## src/design/upd_pkg.sv

```systemverilog
// Shared types, constants and helper functions for the percent decoder.
`default_nettype none
package upd_pkg;

    localparam logic [7:0] PCT_CHAR = 8'h25;

    // Number of decoded bytes one encoded byte can release.
    localparam int MAX_OUT = 3;

    typedef enum logic [1:0] {
        PH_IDLE  = 2'd0,
        PH_PCT   = 2'd1,
        PH_DIGIT = 2'd2
    } t_phase;

    // One queued command: up to three decoded bytes, in order from bytes[0].
    // The last flag applies to the final byte of the command only.
    typedef struct packed {
        logic [1:0]               cnt;
        logic                     last;
        logic [MAX_OUT-1:0][7:0]  bytes;
    } t_cmd;

    function automatic logic is_hex(input logic [7:0] c);
        is_hex = ((c >= 8'h30) && (c <= 8'h39)) ||
                 ((c >= 8'h41) && (c <= 8'h46)) ||
                 ((c >= 8'h61) && (c <= 8'h66));
    endfunction

    function automatic logic [3:0] hex_nibble(input logic [7:0] c);
        logic [7:0] v;
        if ((c >= 8'h30) && (c <= 8'h39)) begin
            v = c - 8'h30;
        end else if ((c >= 8'h41) && (c <= 8'h46)) begin
            v = c - 8'h41 + 8'd10;
        end else if ((c >= 8'h61) && (c <= 8'h66)) begin
            v = c - 8'h61 + 8'd10;
        end else begin
            v = 8'h00;
        end
        hex_nibble = v[3:0];
    endfunction

endpackage
`default_nettype wire

```

## src/design/url_percent_decoder.sv

```systemverilog
// Top level of the streaming URL percent decoder.
`default_nettype none
// Streaming percent decoder. Encoded text enters one byte per word on the
// input channel, with i_in_last marking the final byte of a string; decoded
// bytes leave one per word on the output channel, with o_out_last on the
// final decoded byte. A percent sign followed by two hex digits (either case)
// becomes one byte, the first digit giving the high nibble. A percent sign
// without a valid pair is passed through literally and the bytes after it
// are scanned again, so a later percent sign can begin a new escape; a
// percent sign in the last two positions of a string passes through. The
// front end classifies each accepted word and, when it releases any bytes,
// queues a command of one to three output bytes; the back end drains the
// queue through a registered output stage at one decoded byte per cycle
// while the receiver is ready. An input word is accepted in every cycle
// while the queue has room, so the sustained rate is one input word per cycle
// as long as each word releases at most one byte and the receiver keeps up;
// a word that flushes two or three bytes holds the output for each of them, and
// QUEUE_DEPTH commands absorb such bursts before the input stalls. Each output
// word passes through the queue, the command register and the output register.
module url_percent_decoder #(
    parameter int QUEUE_DEPTH = 4
) (
    input  wire logic        i_clk,
    input  wire logic        i_rst_n,
    input  wire logic        i_in_valid,
    output logic             o_in_ready,
    input  wire logic [7:0]  i_in_byte,
    input  wire logic        i_in_last,
    output logic             o_out_valid,
    input  wire logic        i_out_ready,
    output logic [7:0]       o_out_byte,
    output logic             o_out_last
);
    import upd_pkg::*;

    logic  w_push;
    logic  w_full;
    logic  w_pop;
    logic  w_head_valid;
    t_cmd  w_cmd;
    t_cmd  w_head;

    // Front end: escape tracking and command building.
    upd_front u_front (
        .i_clk      (i_clk),
        .i_rst_n    (i_rst_n),
        .i_in_valid (i_in_valid),
        .i_in_byte  (i_in_byte),
        .i_in_last  (i_in_last),
        .i_full     (w_full),
        .o_in_ready (o_in_ready),
        .o_push     (w_push),
        .o_cmd      (w_cmd)
    );

    // Command queue decoupling the two sides.
    upd_queue #(
        .DEPTH (QUEUE_DEPTH)
    ) u_queue (
        .i_clk        (i_clk),
        .i_rst_n      (i_rst_n),
        .i_push       (w_push),
        .i_data       (w_cmd),
        .i_pop        (w_pop),
        .o_full       (w_full),
        .o_head_valid (w_head_valid),
        .o_head       (w_head)
    );

    // Back end: serializes each command into output words.
    upd_back u_back (
        .i_clk        (i_clk),
        .i_rst_n      (i_rst_n),
        .i_head_valid (w_head_valid),
        .i_head       (w_head),
        .o_pop        (w_pop),
        .i_out_ready  (i_out_ready),
        .o_out_valid  (o_out_valid),
        .o_out_byte   (o_out_byte),
        .o_out_last   (o_out_last)
    );

endmodule
`default_nettype wire

```

## src/design/upd_front.sv

```systemverilog
// Front end: accepts encoded words, tracks the escape state and builds output commands.
`default_nettype none
module upd_front (
    input  wire logic          i_clk,
    input  wire logic          i_rst_n,
    input  wire logic          i_in_valid,
    input  wire logic [7:0]    i_in_byte,
    input  wire logic          i_in_last,
    input  wire logic          i_full,
    output logic               o_in_ready,
    output logic               o_push,
    output upd_pkg::t_cmd      o_cmd
);
    import upd_pkg::*;

    t_phase     r_phase;
    t_phase     n_phase;
    logic [7:0] r_held;
    logic [7:0] n_held;
    t_cmd       w_cmd;
    logic       w_accept;
    logic       w_b_hex;
    logic       w_starts;

    assign o_in_ready = !i_full;
    assign w_accept   = i_in_valid && o_in_ready;
    assign w_b_hex    = is_hex(i_in_byte);
    // A percent sign opens an escape unless it ends the string.
    assign w_starts   = (i_in_byte == PCT_CHAR) && !i_in_last;

    always_ff @(posedge i_clk) begin
        if (!i_rst_n) begin
            r_phase <= PH_IDLE;
            r_held  <= 8'h00;
        end else if (w_accept) begin
            r_phase <= n_phase;
            r_held  <= n_held;
        end
    end

    always_comb begin
        n_phase    = PH_IDLE;
        n_held     = r_held;
        w_cmd.cnt  = 2'd0;
        w_cmd.last = i_in_last;
        w_cmd.bytes = '0;
        case (r_phase)
            PH_PCT: begin
                if (w_b_hex && !i_in_last) begin
                    n_held  = i_in_byte;
                    n_phase = PH_DIGIT;
                end else if (w_b_hex) begin
                    w_cmd.bytes[0] = PCT_CHAR;
                    w_cmd.bytes[1] = i_in_byte;
                    w_cmd.cnt      = 2'd2;
                end else begin
                    // Broken escape: release the percent sign, then rescan this word.
                    w_cmd.bytes[0] = PCT_CHAR;
                    if (w_starts) begin
                        w_cmd.cnt = 2'd1;
                        n_phase   = PH_PCT;
                    end else begin
                        w_cmd.bytes[1] = i_in_byte;
                        w_cmd.cnt      = 2'd2;
                    end
                end
            end
            PH_DIGIT: begin
                if (w_b_hex && is_hex(r_held)) begin
                    w_cmd.bytes[0] = {hex_nibble(r_held), hex_nibble(i_in_byte)};
                    w_cmd.cnt      = 2'd1;
                end else begin
                    w_cmd.bytes[0] = PCT_CHAR;
                    w_cmd.bytes[1] = r_held;
                    if (w_starts) begin
                        w_cmd.cnt = 2'd2;
                        n_phase   = PH_PCT;
                    end else begin
                        w_cmd.bytes[2] = i_in_byte;
                        w_cmd.cnt      = 2'd3;
                    end
                end
            end
            default: begin
                if (w_starts) begin
                    n_phase = PH_PCT;
                end else begin
                    w_cmd.bytes[0] = i_in_byte;
                    w_cmd.cnt      = 2'd1;
                end
            end
        endcase
    end

    assign o_push = w_accept && (w_cmd.cnt != 2'd0);
    assign o_cmd  = w_cmd;

    a_held_is_hex: assert property (@(posedge i_clk) disable iff (!i_rst_n)
        (r_phase == PH_DIGIT) |-> is_hex(r_held))
        else $error("held digit is not a hex digit");

    a_last_flushes: assert property (@(posedge i_clk) disable iff (!i_rst_n)
        (w_accept && i_in_last) |=> (r_phase == PH_IDLE))
        else $error("escape still pending after end of string");

endmodule
`default_nettype wire

```

## src/design/upd_queue.sv

```systemverilog
// Short command queue between the front end and the output serializer.
`default_nettype none
module upd_queue #(
    parameter int DEPTH = 4
) (
    input  wire logic          i_clk,
    input  wire logic          i_rst_n,
    input  wire logic          i_push,
    input  wire upd_pkg::t_cmd i_data,
    input  wire logic          i_pop,
    output logic               o_full,
    output logic               o_head_valid,
    output upd_pkg::t_cmd      o_head
);
    import upd_pkg::*;

    localparam int PW = $clog2(DEPTH);
    localparam int CW = $clog2(DEPTH + 1);

    t_cmd            r_mem [DEPTH];
    logic [PW-1:0]   r_wr;
    logic [PW-1:0]   r_rd;
    logic [CW-1:0]   r_count;
    logic            w_push;
    logic            w_pop;

    assign o_full       = (r_count == CW'(DEPTH));
    assign o_head_valid = (r_count != '0);
    assign o_head       = r_mem[r_rd];
    assign w_push       = i_push && !o_full;
    assign w_pop        = i_pop && o_head_valid;

    always_ff @(posedge i_clk) begin
        if (w_push) begin
            r_mem[r_wr] <= i_data;
        end
    end

    always_ff @(posedge i_clk) begin
        if (!i_rst_n) begin
            r_wr    <= '0;
            r_rd    <= '0;
            r_count <= '0;
        end else begin
            if (w_push) begin
                r_wr <= (r_wr == PW'(DEPTH - 1)) ? '0 : r_wr + PW'(1);
            end
            if (w_pop) begin
                r_rd <= (r_rd == PW'(DEPTH - 1)) ? '0 : r_rd + PW'(1);
            end
            if (w_push && !w_pop) begin
                r_count <= r_count + CW'(1);
            end else if (w_pop && !w_push) begin
                r_count <= r_count - CW'(1);
            end
        end
    end

    a_no_overflow: assert property (@(posedge i_clk) disable iff (!i_rst_n)
        i_push |-> !o_full)
        else $error("command pushed into a full queue");

    a_count_range: assert property (@(posedge i_clk) disable iff (!i_rst_n)
        r_count <= CW'(DEPTH))
        else $error("queue count out of range");

endmodule
`default_nettype wire

```

## src/design/upd_back.sv

```systemverilog
// Back end: takes commands from the queue and sends their bytes out one word at a time.
`default_nettype none
module upd_back (
    input  wire logic          i_clk,
    input  wire logic          i_rst_n,
    input  wire logic          i_head_valid,
    input  wire upd_pkg::t_cmd i_head,
    output logic               o_pop,
    input  wire logic          i_out_ready,
    output logic               o_out_valid,
    output logic [7:0]         o_out_byte,
    output logic               o_out_last
);
    import upd_pkg::*;

    t_cmd        r_cmd;
    logic        r_have;
    logic [1:0]  r_idx;
    logic        r_out_valid;
    logic [7:0]  r_out_byte;
    logic        r_out_last;
    logic        w_load;
    logic        w_final;

    // The output register may take a new word when empty or being drained.
    assign w_load  = !r_out_valid || i_out_ready;
    assign w_final = r_have && (r_idx == (r_cmd.cnt - 2'd1));
    assign o_pop   = i_head_valid && (!r_have || (w_load && w_final));

    always_ff @(posedge i_clk) begin
        if (!i_rst_n) begin
            r_have      <= 1'b0;
            r_idx       <= 2'd0;
            r_out_valid <= 1'b0;
        end else begin
            if (w_load) begin
                r_out_valid <= r_have;
            end
            if (o_pop) begin
                r_have <= 1'b1;
                r_idx  <= 2'd0;
            end else if (w_load && r_have) begin
                if (w_final) begin
                    r_have <= 1'b0;
                end else begin
                    r_idx <= r_idx + 2'd1;
                end
            end
        end
    end

    always_ff @(posedge i_clk) begin
        if (o_pop) begin
            r_cmd <= i_head;
        end
        if (w_load && r_have) begin
            r_out_byte <= r_cmd.bytes[r_idx];
            r_out_last <= r_cmd.last && w_final;
        end
    end

    assign o_out_valid = r_out_valid;
    assign o_out_byte  = r_out_byte;
    assign o_out_last  = r_out_last;

    a_idx_in_cmd: assert property (@(posedge i_clk) disable iff (!i_rst_n)
        r_have |-> (r_idx < r_cmd.cnt))
        else $error("byte index beyond command length");

    a_pop_nonempty: assert property (@(posedge i_clk) disable iff (!i_rst_n)
        o_pop |-> (i_head.cnt != 2'd0))
        else $error("empty command taken from queue");

endmodule
`default_nettype wire

```

## config.mk

```make
export PLATFORM = sky130hd
export DESIGN_NAME = url_percent_decoder
export DESIGN_NICKNAME = d
export VERILOG_FILES = /design/src/design/upd_pkg.sv /design/src/design/url_percent_decoder.sv /design/src/design/upd_front.sv /design/src/design/upd_queue.sv /design/src/design/upd_back.sv
export SDC_FILE = /design/constraint.sdc
export NUM_CORES = 1
export LEC_CHECK = 0
export ABC_CLOCK_PERIOD_IN_PS = 6000
export BUFFER_PORTS_ARGS = -buffer_cell sky130_fd_sc_hd__buf_2
export CAP_MARGIN = 10
export CORE_AREA = 2 2 107 109
export CTS_CLUSTER_SIZE = 8
export DETAILED_ROUTE_END_ITERATION = 10
export DIE_AREA = 0 0 109 111
export GPL_ROUTABILITY_DRIVEN = 0
export GPL_TIMING_DRIVEN = 0
export PLACE_DENSITY = 0.91
export SYNTH_ARGS = -nofsm -noshare
export SYNTH_HDL_FRONTEND = slang
export SYNTH_SLANG_ARGS = --single-unit
```

## constraint.sdc

```tcl
create_clock -name i_clk -period 6 [get_ports i_clk]
set_clock_uncertainty 0.1 [all_clocks]
set_input_delay 0.6 -clock i_clk [delete_from_list [all_inputs] [get_ports i_clk]]
set_output_delay 0.6 -clock i_clk [all_outputs]
set_load 0.05 [all_outputs]
```

==> impl_results.md <==
- Status: finished clean
- Pins Over Slew Limit: 0
- Dpl cell area: 7370 um2
- Maxcap violations: 0
- Number of buffers created by CTS: 17
- Resized cells post-CTS: 0
- Top-level I/O count: 24
- Total half-perimeter wirelength after legalization and detailed placement: 9350 um
- DRC: 0
- Power density of the placed cells: 425.1 nW/um2
- CP startpoint kind: primary input
- Net count of the mapped netlist: 464
- Number of sinks handled by clock tree synthesis: 165
- Highest attainable clock frequency: 0.2818 GHz
- Period utilisation layout: 59.15%
- Area growth from synthesis to layout: 12.85%
- Number of enable flip-flop cells after synthesis: 144
- Most frequently used flop master after synthesis: sky130_fd_sc_hd__edfxtp_1
- Core box area: 11,080 um2
- Final setup violating endpoints: 0
- FFs w/ async S/R, synth: 0%
- H-tree depth reported by CTS: 4
- Sum Neg Setup Slack: 0 ns
- Vias in the first global route: 4,117
- Total via count in the routed design: 3,979
- Post-synthesis cell count: 434
- Path type of the worst setup path: in2reg
- Initial standard-cell utilization of the core: 63.11%
- Routed Antenna Nets: 0
- Die span in x: 109 um
- Die Y-Extent: 111 um
- Type of the tightest min-delay check: in2reg
- Post-DR vias/cell: 6.256
- Insertion delay of the later-clocked pin in the worst-skew pair: 0.42 ns
- Yosys reg bits: 165
- Post-Synthesis Cell Area: 6990 um2
- Antenna violations before repair: 0
- Worst slew slack as a fraction of its limit: 32.49%
- Final period demand of the worst path: 3.549 ns
- Global-route wire length before repair: 22,960 um
- Die Area: 12,100 um2
- Root buffer cell: sky130_fd_sc_hd__clkbuf_16
- Worst-margin pin slew: 1.011 ns
- Iteration-0 DRC count of the detailed router: 424
- Input/output buffers: 23
- Post-CTS Hold Buffers: 0
- Number of hold-slack violations in the final timing report: 0
- Maximum clock insertion buffer count: 2
- Finished Core Util: 71.22%
- Sequential-to-total area share from yosys stat: 67.87%
- Peak fanout along the critical path: 10
- Diode insertion count for antenna repair: 0
- Total of warnings raised by yosys: 0
- Worst setup EP type: flip-flop
- Met2 WL post-DR: 7594 um
- Syn_area_per_cell: 16.11 um2
- Wire length after detailed routing: 14,420 um
- Largest net degree at the start of global routing: 28
- Amount of wire on met3 after detailed routing: 813 um
- Number of distinct library cells after synthesis: 55
- Final global-route overflow total: 0
- Clock edge transition at the registers on the reported setup and hold paths: 0.06 ns
- Routed length on met1: 5802 um
- Cell area after layout: 7889 um2
- Post-detailed-route wirelength per cell: 22.67 um
- Final layout net count: 510
- Peak supply drop: 221.4 uV
- TritonCTS clock tree: built
- Std cell rows: 39
- All-layer global routing usage: 26.56%
- Highest metal layer used by the detailed router: met4
- RSZ-0062 raised after global routing: false
- Number of search-and-repair iterations in the first detailed-routing pass: 4
- Proportion of layout cells with a drive suffix above 1: 20.89%
- Worst path arrival time: 3.79 ns
- Crit path required time: 6.24 ns
- Number of setup buffers added after CTS: 0
- Leak Pwr: 0.002681 uW
[sequential cells by signal (all words and copies together) (netlist names)]
register            count
u_queue.r_mem         108
u_back.r_cmd           27
u_back.o_out_byte       8
u_front.r_held          8
u_queue.r_count         3
u_back.r_idx            2
u_front.r_phase         2
u_queue.r_rd            2
u_queue.r_wr            2
u_back.o_out_last       1
u_back.o_out_valid      1
u_back.r_have           1
[critical path, cell delays in order]
cell and delay [ns]:
sky130_fd_sc_hd__buf_2 0.09, sky130_fd_sc_hd__buf_2 0.21, sky130_fd_sc_hd__nor4bb_1 0.31, sky130_fd_sc_hd__nand3_1 0.27, sky130_fd_sc_hd__mux2i_1 0.50, sky130_fd_sc_hd__and2b_1 0.24
sky130_fd_sc_hd__a211oi_4 0.06, sky130_fd_sc_hd__inv_2 0.11, sky130_fd_sc_hd__ha_1 0.22, sky130_fd_sc_hd__inv_1 0.07, sky130_fd_sc_hd__fa_1 0.40, sky130_fd_sc_hd__xor2_1 0.18
sky130_fd_sc_hd__or3_1 0.33, sky130_fd_sc_hd__a21boi_0 0.19
[kinds of logic after synthesis]
group | Yosys count | synth area share (%)
flops | 165 | 67.87
fa+ha+maj | 17 | 3.150
xor+xnor | 7 | 0.8771
compound gates | 60 | 6.891
buf+inv | 36 | 2.237
simple gates | 102 | 7.410
mux | 47 | 11.56
[layout by cell type, fill, tap and decap left out, drive strengths merged, types with 4 or more instances in the layout]
master	count
o21ai	20
and2	12
buf	37
ha	16
xnor2	5
nor2	20
a21boi	5
a21oi	7
inv	15
dfxtp	21
a32oi	4
nor2b	13
edfxtp	144
a22oi	5
nand2	33
a211oi	4
mux4	27
nor3	6
mux2i	20
clkbuf	37
clkinv	6
and3	5
[stage by stage]
stage / hold slack (ns) / total power, uW / instances / setup slack [ns]
after CTS: 0.3497 / 3369 / 636 / 2.479
after global placement: 0.3770 / 2314 / 600 / 2.136
after floorplan: 0.3608 / 2165 / 434 / 2.762
final: 0.3646 / 3354 / 636 / 2.451
after detailed placement: 0.3925 / 2396 / 604 / 2.185
after global routing: 0.4012 / 3486 / 636 / 2.248
[final cells by class]
cell class / count / area (um2)
fillers: 656 / 3188
well taps: 143 / 178.9
clock buffers: 26 / 489.2
repair buffers: 27 / 200.2
inverters: 15 / 56.30
clock inverters: 6 / 30.03
flip-flops and latches: 165 / 4745
multi-input cells: 233 / 2090
plain buffers: 21 / 100.1
[power breakdown]
part / switching [uW] / leakage [uW] / total [uW] / internal, uW
Clock: 399 / 0.000262 / 957 / 557
Combinational: 487 / 0.000910 / 766 / 279
Sequential: 84.2 / 0.00151 / 1630 / 1550
[Yosys cell counts (all sizes together), types with 2 or more instances]
cell	n	area (um2)
nor3b	2	15.01
edfxtp	144	4324
nor4bb	2	20.02
nor2b	13	81.33
a21boi	5	45.04
a21oi	7	38.79
xnor2	5	43.79
and2b	2	15.01
buf	10	58.80
nand3	2	10.01
or3	2	12.51
dfxtp	21	420.4
and3	5	32.53
xor2	2	17.52
a2111oi	2	36.29
o21ai	20	107.6
nor2	20	75.07
a32oi	4	35.03
ha	16	200.2
nor3	6	35.03
a22oi	5	37.54
inv	15	56.30
mux2i	20	200.2
and2	12	75.07
nand2	33	123.9
clkbuf	11	41.29
a211oi	4	55.05
mux4	27	608.1
a32o	2	20.02
[metal layers]
layer  track usage, %  vias up
met5                0        -
met4            8.205        0
met3            6.114       25
met2            42.77      189
met1            36.35     2004
li1                 -     1761
[final timing paths]
path,cells after the start,slack [ns],from,end
setup reg to reg,14,2.56,u_front.r_held[0],u_queue.r_count[2]
setup / recovery,14,2.45,i_in_byte[2],u_queue.r_count[2]
hold reg to reg,2,0.41,u_front.r_held[7],u_front.r_held[7]
hold / removal,3,0.36,i_rst_n,u_queue.r_wr[0]
Power figures use the tool's default switching activity.
